==> src/assert_macros.svh <==
// ---------------------------------------------------------------------------
// assert_macros.svh
// Concurrent assertion macros shared by the sequencer RTL.
// ---------------------------------------------------------------------------
`ifndef ASSERT_MACROS_SVH
`define ASSERT_MACROS_SVH
`ifndef NO_ASSERTIONS
// property must hold at every clock edge outside reset
`define ASSERT_AT(lbl, clk, rst_n, prop) \
    lbl: assert property (@(posedge clk) disable iff (!rst_n) prop) \
        else $error("assertion failed");
// expression must never be true outside reset
`define ASSERT_NEVER(lbl, clk, rst_n, expr) \
    lbl: assert property (@(posedge clk) disable iff (!rst_n) !(expr)) \
        else $error("forbidden condition seen");
`else
`define ASSERT_AT(lbl, clk, rst_n, prop)
`define ASSERT_NEVER(lbl, clk, rst_n, expr)
`endif
`endif

==> src/mtss_pkg.sv <==
// ---------------------------------------------------------------------------
// mtss_pkg
// Types, codes and the scale table of the multi-track step sequencer.
// ---------------------------------------------------------------------------
package mtss_pkg;

    localparam logic [3:0] OP_TOGGLE    = 4'd0;
    localparam logic [3:0] OP_SET_NOTE  = 4'd1;
    localparam logic [3:0] OP_CLR_TRACK = 4'd2;
    localparam logic [3:0] OP_CLR_ALL   = 4'd3;
    localparam logic [3:0] OP_COPY      = 4'd4;
    localparam logic [3:0] OP_START     = 4'd5;
    localparam logic [3:0] OP_STOP      = 4'd6;
    localparam logic [3:0] OP_TICK      = 4'd7;
    localparam logic [3:0] OP_NOTE_OFF  = 4'd8;

    localparam logic [1:0] EV_NOTE_ON  = 2'd0;
    localparam logic [1:0] EV_NOTE_OFF = 2'd1;
    localparam logic [1:0] EV_ALL_OFF  = 2'd2;

    localparam logic [6:0] VEL_RESET  = 7'd76;
    localparam logic [6:0] NOTE_RESET = 7'd60;

    typedef struct packed {
        logic [3:0] op;
        logic [3:0] track;
        logic [3:0] step_index;
        logic [3:0] scale_index;
        logic [3:0] source_track;
    } in_word_t;

    typedef struct packed {
        logic [1:0] event_kind;
        logic [3:0] event_track;
        logic [6:0] note_number;
        logic [6:0] velocity;
        logic       last;
    } out_word_t;

    typedef enum logic [3:0] {
        CMD_TOGGLE,
        CMD_SET_NOTE,
        CMD_CLR_TRACK,
        CMD_CLR_ALL,
        CMD_COPY,
        CMD_START,
        CMD_STOP,
        CMD_TICK,
        CMD_NOTE_OFF
    } cmd_kind_t;

    typedef struct packed {
        cmd_kind_t  kind;
        logic [3:0] trk;
        logic [3:0] src;
        logic [3:0] stp;
        logic [6:0] note;
    } cmd_t;

    function automatic logic [6:0] scale_note(input logic [3:0] idx);
        logic [6:0] n;
        case (idx)
            4'd0:    n = 7'd48;
            4'd1:    n = 7'd50;
            4'd2:    n = 7'd51;
            4'd3:    n = 7'd53;
            4'd4:    n = 7'd55;
            4'd5:    n = 7'd56;
            4'd6:    n = 7'd58;
            4'd7:    n = 7'd59;
            4'd8:    n = 7'd60;
            4'd9:    n = 7'd62;
            4'd10:   n = 7'd63;
            4'd11:   n = 7'd65;
            4'd12:   n = 7'd67;
            4'd13:   n = 7'd68;
            4'd14:   n = 7'd70;
            default: n = 7'd72;
        endcase
        return n;
    endfunction

endpackage

==> src/mtss_ram.sv <==
// ---------------------------------------------------------------------------
// mtss_ram
// Generic single-write, single-read RAM with registered read data.
// ---------------------------------------------------------------------------
module mtss_ram #(
    parameter int WIDTH = 8,
    parameter int DEPTH = 16
) (
    input  logic                                       clk,
    input  logic                                       we,
    input  logic [((DEPTH > 1) ? $clog2(DEPTH) : 1)-1:0] waddr,
    input  logic [WIDTH-1:0]                           wdata,
    input  logic                                       re,
    input  logic [((DEPTH > 1) ? $clog2(DEPTH) : 1)-1:0] raddr,
    output logic [WIDTH-1:0]                           rdata
);

    logic [WIDTH-1:0] mem [DEPTH];
    logic [WIDTH-1:0] rdata_reg;

    always_ff @(posedge clk)
    begin
        if (we)
        begin
            mem[waddr] <= wdata;
        end
        if (re)
        begin
            rdata_reg <= mem[raddr];
        end
    end

    assign rdata = rdata_reg;

endmodule

==> src/mtss_front.sv <==
// ---------------------------------------------------------------------------
// mtss_front
// Accepts input words, drops ones that do nothing, queues commands (2 deep).
// ---------------------------------------------------------------------------
`include "assert_macros.svh"

module mtss_front #(
    parameter int TRACKS = 16,
    parameter int STEPS  = 16
) (
    input  logic              clk,
    input  logic              rst_n,
    input  logic              item_valid,
    output logic              item_ready,
    input  mtss_pkg::in_word_t item,
    output logic              cmd_valid,
    output mtss_pkg::cmd_t    cmd,
    input  logic              cmd_pop
);

    mtss_pkg::cmd_t q_reg [2];
    logic           wptr_reg, wptr_next;
    logic           rptr_reg, rptr_next;
    logic [1:0]     cnt_reg, cnt_next;

    mtss_pkg::cmd_t cls;
    logic           keep;
    logic           trk_ok, src_ok, stp_ok;
    logic           push;

    always_comb
    begin
        trk_ok     = 32'(item.track) < TRACKS;
        src_ok     = 32'(item.source_track) < TRACKS;
        stp_ok     = 32'(item.step_index) < STEPS;
        cls.trk    = item.track;
        cls.src    = item.source_track;
        cls.stp    = item.step_index;
        cls.note   = mtss_pkg::scale_note(item.scale_index);
        cls.kind   = mtss_pkg::CMD_TICK;
        keep       = 1'b0;
        unique case (item.op)
            mtss_pkg::OP_TOGGLE:
            begin
                cls.kind = mtss_pkg::CMD_TOGGLE;
                keep     = trk_ok && stp_ok;
            end
            mtss_pkg::OP_SET_NOTE:
            begin
                cls.kind = mtss_pkg::CMD_SET_NOTE;
                keep     = trk_ok && stp_ok;
            end
            mtss_pkg::OP_CLR_TRACK:
            begin
                cls.kind = mtss_pkg::CMD_CLR_TRACK;
                keep     = trk_ok;
            end
            mtss_pkg::OP_CLR_ALL:
            begin
                cls.kind = mtss_pkg::CMD_CLR_ALL;
                keep     = 1'b1;
            end
            mtss_pkg::OP_COPY:
            begin
                cls.kind = mtss_pkg::CMD_COPY;
                keep     = trk_ok && src_ok && (item.track != item.source_track);
            end
            mtss_pkg::OP_START:
            begin
                cls.kind = mtss_pkg::CMD_START;
                keep     = 1'b1;
            end
            mtss_pkg::OP_STOP:
            begin
                cls.kind = mtss_pkg::CMD_STOP;
                keep     = 1'b1;
            end
            mtss_pkg::OP_TICK:
            begin
                cls.kind = mtss_pkg::CMD_TICK;
                keep     = 1'b1;
            end
            mtss_pkg::OP_NOTE_OFF:
            begin
                cls.kind = mtss_pkg::CMD_NOTE_OFF;
                keep     = 1'b1;
            end
            default:
            begin
                keep = 1'b0;
            end
        endcase
    end

    assign item_ready = (cnt_reg != 2'd2);
    assign push       = item_valid && item_ready && keep;
    assign cmd_valid  = (cnt_reg != 2'd0);
    assign cmd        = q_reg[rptr_reg];

    always_comb
    begin
        wptr_next = wptr_reg ^ push;
        rptr_next = rptr_reg ^ cmd_pop;
        cnt_next  = cnt_reg + 2'(push) - 2'(cmd_pop);
    end

    always_ff @(posedge clk or negedge rst_n)
    begin
        if (!rst_n)
        begin
            wptr_reg <= 1'b0;
            rptr_reg <= 1'b0;
            cnt_reg  <= 2'd0;
        end
        else
        begin
            wptr_reg <= wptr_next;
            rptr_reg <= rptr_next;
            cnt_reg  <= cnt_next;
        end
    end

    always_ff @(posedge clk)
    begin
        if (push)
        begin
            q_reg[wptr_reg] <= cls;
        end
    end

    `ASSERT_NEVER(a_q_no_overfill, clk, rst_n, cnt_reg == 2'd3)
    `ASSERT_NEVER(a_q_pop_empty, clk, rst_n, cmd_pop && (cnt_reg == 2'd0))

endmodule

==> src/mtss_back.sv <==
// ---------------------------------------------------------------------------
// mtss_back
// Runs queued commands on the row-organized pattern and held stores. Ticks and
// note-offs scan a track per cycle unless the event output register stalls.
// ---------------------------------------------------------------------------
`include "assert_macros.svh"

module mtss_back #(
    parameter int TRACKS = 16,
    parameter int STEPS  = 16
) (
    input  logic                  clk,
    input  logic                  rst_n,
    input  logic                  cfg_valid,
    input  logic [6:0]            cfg_data,
    input  logic                  cmd_valid,
    input  mtss_pkg::cmd_t        cmd,
    output logic                  cmd_pop,
    output logic                  evt_valid,
    input  logic                  evt_ready,
    output mtss_pkg::out_word_t   evt
);

    localparam int TW = (TRACKS > 1) ? $clog2(TRACKS) : 1;
    localparam int SW = $clog2(STEPS);
    localparam int NW = STEPS * 7;
    localparam int HW = STEPS * 8;
    localparam logic [TW-1:0] LAST_TRK  = TW'(TRACKS - 1);
    localparam logic [SW-1:0] LAST_STEP = SW'(STEPS - 1);

    typedef enum logic [3:0] {
        S_IDLE  = 4'b0001,
        S_EDIT  = 4'b0010,
        S_SCAN  = 4'b0100,
        S_FLUSH = 4'b1000
    } bk_state_t;

    bk_state_t           state_reg, state_next;
    logic                playing_reg, playing_next;
    logic [SW-1:0]       pos_reg, pos_next;
    logic [SW-1:0]       fired_reg, fired_next;
    logic [6:0]          vel_reg, vel_next;
    logic [TRACKS-1:0]   act_vld_reg, act_vld_next;
    logic [TRACKS-1:0]   note_vld_reg, note_vld_next;
    logic [TRACKS-1:0]   held_vld_reg, held_vld_next;
    logic [TW-1:0]       cnt_reg, cnt_next;
    logic [TW-1:0]       rd_row_reg, rd_row_next;
    mtss_pkg::cmd_t      cur_reg, cur_next;
    logic                pend_vld_reg, pend_vld_next;
    mtss_pkg::out_word_t pend_reg, pend_next;
    logic                out_vld_reg, out_vld_next;
    mtss_pkg::out_word_t out_reg, out_next;

    logic                rd_en;
    logic [TW-1:0]       rd_addr;
    logic                act_we, note_we, held_we;
    logic [TW-1:0]       wr_addr;
    logic [STEPS-1:0]    act_wdata, act_rdata, act_row;
    logic [NW-1:0]       note_wdata, note_rdata, note_row;
    logic [HW-1:0]       held_wdata, held_rdata, held_row;

    logic                out_free;
    logic                is_tick;
    logic                hit;
    logic                adv;
    logic [SW-1:0]       estp;
    logic [6:0]          fired_note;
    mtss_pkg::out_word_t ev;

    mtss_ram #(.WIDTH(STEPS), .DEPTH(TRACKS)) u_act_ram (
        .clk   (clk),
        .we    (act_we),
        .waddr (wr_addr),
        .wdata (act_wdata),
        .re    (rd_en),
        .raddr (rd_addr),
        .rdata (act_rdata)
    );

    mtss_ram #(.WIDTH(NW), .DEPTH(TRACKS)) u_note_ram (
        .clk   (clk),
        .we    (note_we),
        .waddr (wr_addr),
        .wdata (note_wdata),
        .re    (rd_en),
        .raddr (rd_addr),
        .rdata (note_rdata)
    );

    mtss_ram #(.WIDTH(HW), .DEPTH(TRACKS)) u_held_ram (
        .clk   (clk),
        .we    (held_we),
        .waddr (wr_addr),
        .wdata (held_wdata),
        .re    (rd_en),
        .raddr (rd_addr),
        .rdata (held_rdata)
    );

    // rows never written read as their reset contents
    assign act_row  = act_vld_reg[rd_row_reg]  ? act_rdata  : '0;
    assign note_row = note_vld_reg[rd_row_reg] ? note_rdata : {STEPS{mtss_pkg::NOTE_RESET}};
    assign held_row = held_vld_reg[rd_row_reg] ? held_rdata : '0;

    assign out_free  = !out_vld_reg || evt_ready;
    assign evt_valid = out_vld_reg;
    assign evt       = out_reg;

    always_comb
    begin
        estp       = SW'(cur_reg.stp);
        is_tick    = (cur_reg.kind == mtss_pkg::CMD_TICK);
        fired_note = note_row[fired_reg * 7 +: 7];
        hit        = is_tick ? act_row[fired_reg] : held_row[fired_reg * 8 + 7];
        ev.event_track = 4'(cnt_reg);
        ev.last        = 1'b0;
        if (is_tick)
        begin
            ev.event_kind  = mtss_pkg::EV_NOTE_ON;
            ev.note_number = fired_note;
            ev.velocity    = vel_reg;
        end
        else
        begin
            ev.event_kind  = mtss_pkg::EV_NOTE_OFF;
            ev.note_number = held_row[fired_reg * 8 +: 7];
            ev.velocity    = 7'd0;
        end
        adv = !hit || !pend_vld_reg || out_free;
    end

    always_comb
    begin
        state_next    = state_reg;
        playing_next  = playing_reg;
        pos_next      = pos_reg;
        fired_next    = fired_reg;
        vel_next      = cfg_valid ? cfg_data : vel_reg;
        act_vld_next  = act_vld_reg;
        note_vld_next = note_vld_reg;
        held_vld_next = held_vld_reg;
        cnt_next      = cnt_reg;
        cur_next      = cur_reg;
        pend_vld_next = pend_vld_reg;
        pend_next     = pend_reg;
        out_vld_next  = out_vld_reg && !evt_ready;
        out_next      = out_reg;

        cmd_pop    = 1'b0;
        rd_en      = 1'b0;
        rd_addr    = '0;
        act_we     = 1'b0;
        note_we    = 1'b0;
        held_we    = 1'b0;
        wr_addr    = TW'(cur_reg.trk);
        act_wdata  = act_row;
        note_wdata = note_row;
        held_wdata = held_row;

        unique case (state_reg)
            S_IDLE:
            begin
                if (cmd_valid)
                begin
                    cmd_pop  = 1'b1;
                    cur_next = cmd;
                    rd_en    = 1'b1;
                    if (cmd.kind == mtss_pkg::CMD_COPY)
                    begin
                        rd_addr = TW'(cmd.src);
                    end
                    else if (cmd.kind == mtss_pkg::CMD_TICK ||
                             cmd.kind == mtss_pkg::CMD_NOTE_OFF)
                    begin
                        rd_addr = '0;
                    end
                    else
                    begin
                        rd_addr = TW'(cmd.trk);
                    end
                    unique case (cmd.kind) inside
                        mtss_pkg::CMD_TOGGLE, mtss_pkg::CMD_SET_NOTE, mtss_pkg::CMD_COPY:
                        begin
                            state_next = S_EDIT;
                        end
                        mtss_pkg::CMD_CLR_TRACK:
                        begin
                            act_we    = 1'b1;
                            wr_addr   = TW'(cmd.trk);
                            act_wdata = '0;
                            act_vld_next[TW'(cmd.trk)] = 1'b1;
                        end
                        mtss_pkg::CMD_CLR_ALL:
                        begin
                            act_vld_next = '0;
                        end
                        mtss_pkg::CMD_START:
                        begin
                            if (!playing_reg)
                            begin
                                playing_next = 1'b1;
                                pos_next     = '0;
                            end
                        end
                        mtss_pkg::CMD_STOP:
                        begin
                            if (playing_reg)
                            begin
                                playing_next          = 1'b0;
                                held_vld_next         = '0;
                                pend_vld_next         = 1'b1;
                                pend_next.event_kind  = mtss_pkg::EV_ALL_OFF;
                                pend_next.event_track = 4'd0;
                                pend_next.note_number = 7'd0;
                                pend_next.velocity    = 7'd0;
                                pend_next.last        = 1'b0;
                                state_next            = S_FLUSH;
                            end
                        end
                        mtss_pkg::CMD_TICK:
                        begin
                            if (playing_reg)
                            begin
                                fired_next = pos_reg;
                                pos_next   = (pos_reg == LAST_STEP) ? '0 : pos_reg + 1'b1;
                                cnt_next   = '0;
                                state_next = S_SCAN;
                            end
                        end
                        mtss_pkg::CMD_NOTE_OFF:
                        begin
                            cnt_next   = '0;
                            state_next = S_SCAN;
                        end
                        default:
                        begin
                            state_next = S_IDLE;
                        end
                    endcase
                end
            end

            S_EDIT:
            begin
                case (cur_reg.kind)
                    mtss_pkg::CMD_TOGGLE:
                    begin
                        act_we           = 1'b1;
                        act_wdata[estp] = ~act_row[estp];
                        act_vld_next[TW'(cur_reg.trk)] = 1'b1;
                    end
                    mtss_pkg::CMD_SET_NOTE:
                    begin
                        act_we                    = 1'b1;
                        note_we                   = 1'b1;
                        act_wdata[estp]           = 1'b1;
                        note_wdata[estp * 7 +: 7] = cur_reg.note;
                        act_vld_next[TW'(cur_reg.trk)]  = 1'b1;
                        note_vld_next[TW'(cur_reg.trk)] = 1'b1;
                    end
                    default:
                    begin
                        // copy: source rows already read
                        act_we  = 1'b1;
                        note_we = 1'b1;
                        act_vld_next[TW'(cur_reg.trk)]  = 1'b1;
                        note_vld_next[TW'(cur_reg.trk)] = 1'b1;
                    end
                endcase
                state_next = S_IDLE;
            end

            S_SCAN:
            begin
                wr_addr = cnt_reg;
                if (is_tick)
                begin
                    held_wdata[fired_reg * 8 +: 8] = {1'b1, fired_note};
                end
                else
                begin
                    held_wdata[fired_reg * 8 +: 8] = 8'd0;
                end
                if (adv)
                begin
                    if (hit)
                    begin
                        held_we                = 1'b1;
                        held_vld_next[cnt_reg] = 1'b1;
                        if (pend_vld_reg)
                        begin
                            out_vld_next = 1'b1;
                            out_next     = pend_reg;
                        end
                        pend_vld_next = 1'b1;
                        pend_next     = ev;
                    end
                    if (cnt_reg == LAST_TRK)
                    begin
                        state_next = S_FLUSH;
                    end
                    else
                    begin
                        cnt_next = cnt_reg + 1'b1;
                        rd_en    = 1'b1;
                        rd_addr  = cnt_reg + 1'b1;
                    end
                end
            end

            S_FLUSH:
            begin
                if (!pend_vld_reg)
                begin
                    state_next = S_IDLE;
                end
                else if (out_free)
                begin
                    out_vld_next  = 1'b1;
                    out_next      = pend_reg;
                    out_next.last = 1'b1;
                    pend_vld_next = 1'b0;
                    state_next    = S_IDLE;
                end
            end

            default:
            begin
                state_next = S_IDLE;
            end
        endcase
    end

    always_comb
    begin
        rd_row_next = rd_en ? rd_addr : rd_row_reg;
    end

    always_ff @(posedge clk or negedge rst_n)
    begin
        if (!rst_n)
        begin
            state_reg    <= S_IDLE;
            playing_reg  <= 1'b0;
            pos_reg      <= '0;
            fired_reg    <= '0;
            vel_reg      <= mtss_pkg::VEL_RESET;
            act_vld_reg  <= '0;
            note_vld_reg <= '0;
            held_vld_reg <= '0;
            cnt_reg      <= '0;
            rd_row_reg   <= '0;
            pend_vld_reg <= 1'b0;
            out_vld_reg  <= 1'b0;
        end
        else
        begin
            state_reg    <= state_next;
            playing_reg  <= playing_next;
            pos_reg      <= pos_next;
            fired_reg    <= fired_next;
            vel_reg      <= vel_next;
            act_vld_reg  <= act_vld_next;
            note_vld_reg <= note_vld_next;
            held_vld_reg <= held_vld_next;
            cnt_reg      <= cnt_next;
            rd_row_reg   <= rd_row_next;
            pend_vld_reg <= pend_vld_next;
            out_vld_reg  <= out_vld_next;
        end
    end

    always_ff @(posedge clk)
    begin
        cur_reg  <= cur_next;
        pend_reg <= pend_next;
        out_reg  <= out_next;
    end

    `ASSERT_NEVER(a_idle_no_pend, clk, rst_n, (state_reg == S_IDLE) && pend_vld_reg)
    `ASSERT_AT(a_scan_row_match, clk, rst_n, (state_reg == S_SCAN) |-> (cnt_reg == rd_row_reg))
    `ASSERT_AT(a_stop_flushes, clk, rst_n, $fell(playing_reg) |-> (state_reg == S_FLUSH) && pend_vld_reg)
    `ASSERT_AT(a_tick_advanced, clk, rst_n, (state_reg == S_SCAN) && is_tick |-> (fired_reg != pos_reg))

endmodule

==> src/multi_track_step_sequencer.sv <==
// ---------------------------------------------------------------------------
// multi_track_step_sequencer
// Step sequencer with a TRACKS x STEPS pattern store, edit commands and
// tick-driven note-on/note-off event generation.
// ---------------------------------------------------------------------------
//  channel  | signals                        | word
//  ---------+--------------------------------+---------------------------
//  item     | item_valid / item_ready / item | op, track, step, scale, src
//  event    | evt_valid / evt_ready / evt    | kind, track, note, vel, last
//  config   | cfg_valid / cfg_ready / cfg_data | note velocity (7 bits)
//
//  Back end: clears act from idle, other edits pass an edit state, and stop
//  while playing flushes an all-off event. Step and note-off ticks read one
//  row of the pattern and held stores per track, one per cycle unless stalled.
//  A two-word command queue lets input words arrive while a tick scans.
//  Event backpressure stalls the scan only when a note must be emitted.
//  No clearing pass after reset: per-row valid bits stand in for reset.
// ---------------------------------------------------------------------------
module multi_track_step_sequencer #(
    parameter int TRACKS = 16,
    parameter int STEPS  = 16
) (
    input  logic                clk,
    input  logic                rst_n,
    input  logic                item_valid,
    output logic                item_ready,
    input  mtss_pkg::in_word_t  item,
    output logic                evt_valid,
    input  logic                evt_ready,
    output mtss_pkg::out_word_t evt,
    input  logic                cfg_valid,
    output logic                cfg_ready,
    input  logic [6:0]          cfg_data
);

    logic           cmd_valid;
    logic           cmd_pop;
    mtss_pkg::cmd_t cmd;

    assign cfg_ready = 1'b1;

    mtss_front #(.TRACKS(TRACKS), .STEPS(STEPS)) u_front (
        .clk        (clk),
        .rst_n      (rst_n),
        .item_valid (item_valid),
        .item_ready (item_ready),
        .item       (item),
        .cmd_valid  (cmd_valid),
        .cmd        (cmd),
        .cmd_pop    (cmd_pop)
    );

    mtss_back #(.TRACKS(TRACKS), .STEPS(STEPS)) u_back (
        .clk       (clk),
        .rst_n     (rst_n),
        .cfg_valid (cfg_valid),
        .cfg_data  (cfg_data),
        .cmd_valid (cmd_valid),
        .cmd       (cmd),
        .cmd_pop   (cmd_pop),
        .evt_valid (evt_valid),
        .evt_ready (evt_ready),
        .evt       (evt)
    );

endmodule
==> config.mk <==
export PLATFORM = sky130hd
export DESIGN_NAME = multi_track_step_sequencer
export DESIGN_NICKNAME = d
export VERILOG_FILES = /design/src/mtss_pkg.sv /design/src/mtss_ram.sv /design/src/mtss_front.sv /design/src/mtss_back.sv /design/src/multi_track_step_sequencer.sv
export VERILOG_INCLUDE_DIRS = /design/src /design/src/src
export SDC_FILE = /design/constraint.sdc
export NUM_CORES = 2
export LEC_CHECK = 0
export BUFFER_PORTS_ARGS = -buffer_cell sky130_fd_sc_hd__buf_2
export CELL_PAD_IN_SITES_DETAIL_PLACEMENT = 1
export CELL_PAD_IN_SITES_GLOBAL_PLACEMENT = 1
export CORE_ASPECT_RATIO = 0.7
export CORE_MARGIN = 2
export CORE_UTILIZATION = 49
export DETAILED_ROUTE_END_ITERATION = 6
export PLACE_DENSITY_LB_ADDON = 0.1
export SYNTH_ARGS = -nofsm -noshare
export SYNTH_HDL_FRONTEND = slang
export SYNTH_MEMORY_MAX_BITS = 65536
export SYNTH_SLANG_ARGS = --single-unit
==> constraint.sdc <==
create_clock -name clk -period 13.3 [get_ports clk]
set_clock_uncertainty 0.1 [all_clocks]
set_input_delay 1.995 -clock clk [delete_from_list [all_inputs] [get_ports clk]]
set_output_delay 1.995 -clock clk [all_outputs]
set_load 0.05 [all_outputs]
==> results.toml <==
[status]
status = "completed"

[final_layout]
largest_registers = "u_back.u_held_ram.mem: 2048 flops, u_back.u_note_ram.mem: 1792 flops, u_back.u_act_ram.mem: 256 flops"
drive_gt1_share_pct = 11.7
nNetsFinal = 12200
largest_reg_flops = 2048
syn_to_final_growth_pct = 11.3
n_fill_cell = 34700
regMostFlops = "u_back.u_held_ram.mem"
fin_area_um2 = 205000

[power_and_ir_drop]
power.total_mw = 50.5
power.share.sequential_pct = 36.3
peakVddDrop_uv = 446
p_int_mw = 30.2
comb_power_share_pct = 39.0
p_leak_nw = 67.2
switching_share_pct = 40.2
pwr-share-clk_pct = 24.8
p_per_area_nw_per_um2 = 247
power_switching_mw = 20.3

[global_route]
grt_pass1_vias = 114000
grt_use_met3_pct = 6.12
grt_max_degree = 167
grt_busiest_layer = "met1"
grt_usage_pct = 31.1
grtUsageMet1_pct = 47.6
grt-ovfl-total = 0
grtUsageMet2_pct = 45.8
antenna_found_initial = 36
grt_pass1_wl_um = 851000

[clock_tree]
cts_buffers = 431
cts_resized = 0
insertion_delay_ns = 1.02
clk_pin_slew_ns = 0.06
h-tree-depth = 5
postCtsSetupBuffers = 0
cts_buffer_depth = 4
cts-hold-fix-buffers = 0
cts_tree = "built"
cts.sinks = 4537
clockRootBuffer = "clkbuf_16"

[synth]
ys.flop_type = "edfxtp_1"
yosys_warnings = 0
synth_seq_area_share_pct = 73.9
yosysUniqueCellTypes = 81
synth_fp_nets = 12200
syn_inst = 12100
syn-cell-area_um2 = 184000
avgSynthCellArea_um2 = 15.2
synthArstFlopShare_pct = 1.81
synth_seq_cells = 4537
synth_edf_count = 4455

[sta]
min_period_ns = 7.29
rsz0062_at_grt = "false"
hold_violations = 0
finalCritPeriodShare_pct = 54.8
finalSetupViolCount = 0
holdWs_ns = 0.316
max_slew_margin_pct = 4.14
slew_violations = 0
fin_setup_tns_ns = 0
tightest_slew_ns = 1.43
max_freq_mhz = 137

[floorplanning]
die_width_um = 736
start_util_pct = 49.1
core_um2 = 374000
die_h_um = 516
io-pin-count = 56
rows = 188
dieArea_um2 = 380000

[worst_setup_path]
cp_common_cell = "buf_4"
path_class = "reg -> reg"
startpoint_type = "register"
cp_max_fo = 44
cp-end-kind = "register"
cp.arrival_ns = 8.05
worst-r2r-setup-slack_ns = 6.01
cp_slowest_cell = "dfrtp_4"
worstPathRequired_ns = 14.06
max_stage_delay_ns = 0.93
reg2regPathDepth = 14
crit_path_cell_trace = "buf_4, mux2i_1, o221ai_1, a22oi_1, nor3_4, or2_4, buf_4, o21a_1, buf_4, nor2_4, buf_4, buf_4, a32oi_1, nand3_1"

[placement]
post_dp_cell_area_um2 = 190000
gp_congestion = 0.832
place_hpwl_um = 316000
portBuffers = 54

[worst_hold_path]
hold-path-cell-count = 0
min_path_type = "reg -> reg"

[run]
max_cap_viol_count = 0

[route]
routed_wl_um = 603000
dr.pass1.iters = 6
num_vias = 113000
drt_iter0_markers = 15000
ant_nets = 0
routedWlPerCell_um = 34.5
viasPerCell = 6.49
drc = 0
## through the flow
| step | instances | setup slack [ns] | utilization (%) |
|---|---|---|---|
| detailed placement | 16700 | 6.01 | 50.9 |
| global route | 17500 | 5.90 | 54.7 |
| floorplan | 12100 | 0.942 | - |
| finish | 17500 | 6.01 | 54.7 |
| global placement | 16700 | 6.04 | 50.9 |
| CTS | 17500 | 6.12 | 54.7 |
## per-layer routing
metal | wire length (um) | up-vias
met2 | 261000 | 5762
li1 | - | 46600
met5 | 46 | -
met3 | 60200 | 878
met4 | 15300 | 6
met1 | 266000 | 60100
## critical path, delay by kind of cell, from the launching register on
family          cells  cell delay [ns]
flops               1             0.93
compound gates      4             1.19
buf+inv             5             3.00
simple gates        4             1.46
mux                 1             0.30
## power groups by stage
stage                     registers (mW)  clock network, mW  logic [mW]
after floorplan                     18.1                  0        12.8
after global placement              18.5                  0        18.9
after detailed placement            18.5                  0        19.3
after CTS                           18.2               12.6        19.5
after global routing                18.3               13.1        20.8
final                               18.3               12.5        19.7
## placed cells by master, fill, tap and decap left out, drive strengths merged, types with 76 or more instances in the layout
cell type | netlist | layout
a211oi | 111 | 111
a21oi | 267 | 267
a22o | 106 | 106
a32oi | 118 | 118
buf | 335 | 392
clkbuf | 455 | 524
clkinv | 1 | 190
dfrtp | 78 | 78
edfxtp | 4455 | 4455
inv | 271 | 280
mux2 | 128 | 128
mux2i | 1394 | 1394
mux4 | 76 | 76
nand2 | 1749 | 1749
nand3 | 1259 | 1259
nor2 | 130 | 130
nor3 | 134 | 134
o211ai | 344 | 344
o21ai | 140 | 140
o22ai | 149 | 149
o31ai | 120 | 120
## cell usage after synthesis, drive strengths merged, types with 3 or more instances
| cell type | number | area (um^2) |
|---|---|---|
| mux2 | 128 | 1440 |
| xnor2 | 12 | 105 |
| nand3b | 3 | 22.5 |
| ha | 22 | 275 |
| and3 | 18 | 113 |
| a31oi | 10 | 62.6 |
| nor2b | 12 | 75.1 |
| clkbuf | 455 | 1710 |
| nand2 | 1749 | 6570 |
| nand4b | 3 | 26.3 |
| a32oi | 118 | 1030 |
| a22oi | 8 | 60.1 |
| inv | 271 | 1020 |
| a221oi | 32 | 280 |
| or3 | 3 | 18.8 |
| nand3 | 1259 | 6300 |
| dfstp | 4 | 105 |
| or2 | 14 | 87.6 |
| a2bb2oi | 5 | 43.8 |
| a21oi | 267 | 1340 |
| o211ai | 344 | 2580 |
| nor4 | 10 | 62.6 |
| a211oi | 111 | 1360 |
| a31o | 6 | 52.6 |
| a21o | 12 | 90.1 |
| mux4 | 76 | 1710 |
| nand4 | 10 | 68.8 |
| buf | 335 | 1810 |
| xor2 | 3 | 26.3 |
| o221ai | 42 | 368 |
| edfxtp | 4455 | 134000 |
| dfrtp | 78 | 1950 |
| mux2i | 1394 | 14000 |
| o21ai | 140 | 716 |
| and2 | 19 | 119 |
| nor4b | 4 | 41.3 |
| nor2 | 130 | 498 |
| nor3 | 134 | 682 |
| o31ai | 120 | 911 |
| a22o | 106 | 928 |
| nand2b | 15 | 93.8 |
| o22ai | 149 | 932 |
| o31a | 13 | 114 |
| and4 | 3 | 31.3 |
## worst paths after layout
path	from	end
hold / removal	u_back.pend_reg[11]$_SDFFCE_PN0P_	u_back.evt[11]$_DFFE_PP_
setup reg to reg	u_back.fired_reg[0]$_DFFE_PN0P_	u_back.u_held_ram.rdata[84]$_DFFE_PP_
min in group asynchronous	rst_n	u_back.evt_valid$_DFF_PN0_
hold reg to reg	u_back.pend_reg[11]$_SDFFCE_PN0P_	u_back.evt[11]$_DFFE_PP_
setup / recovery	u_back.fired_reg[0]$_DFFE_PN0P_	u_back.u_held_ram.rdata[84]$_DFFE_PP_
max in group asynchronous	rst_n	u_back.fired_reg[0]$_DFFE_PN0P_
## cell families (layout without fill, tap and decap cells)
family / after synthesis / after routing / synth area share (%)
compound gates: 1502 / 1502 / 6.02
xor+xnor: 15 / 15 / 0.0715
fa+ha+maj: 22 / 22 / 0.150
mux: 1598 / 1598 / 9.31
other cells: 1 / 16 / 0.00204
simple gates: 3392 / 3392 / 8.08
flops: 4537 / 4537 / 73.9
buf+inv: 1062 / 1449 / 2.47
## cell type report
type / instances / area [um^2] / share of cell area [%]
Inverter: 272 / 1030 / 0.503
Timing Repair Buffer: 392 / 3370 / 1.65
Sequential cell: 4537 / 136000 / 66.4
Clock buffer: 524 / 11400 / 5.59
Tap cell: 4940 / 6180 / 3.02
Multi-Input combinational cell: 6530 / 44100 / 21.5
Antenna cell: 15 / 37.5 / 0.0184
Clock inverter: 261 / 2550 / 1.25
(Power assumes the default switching activity.)
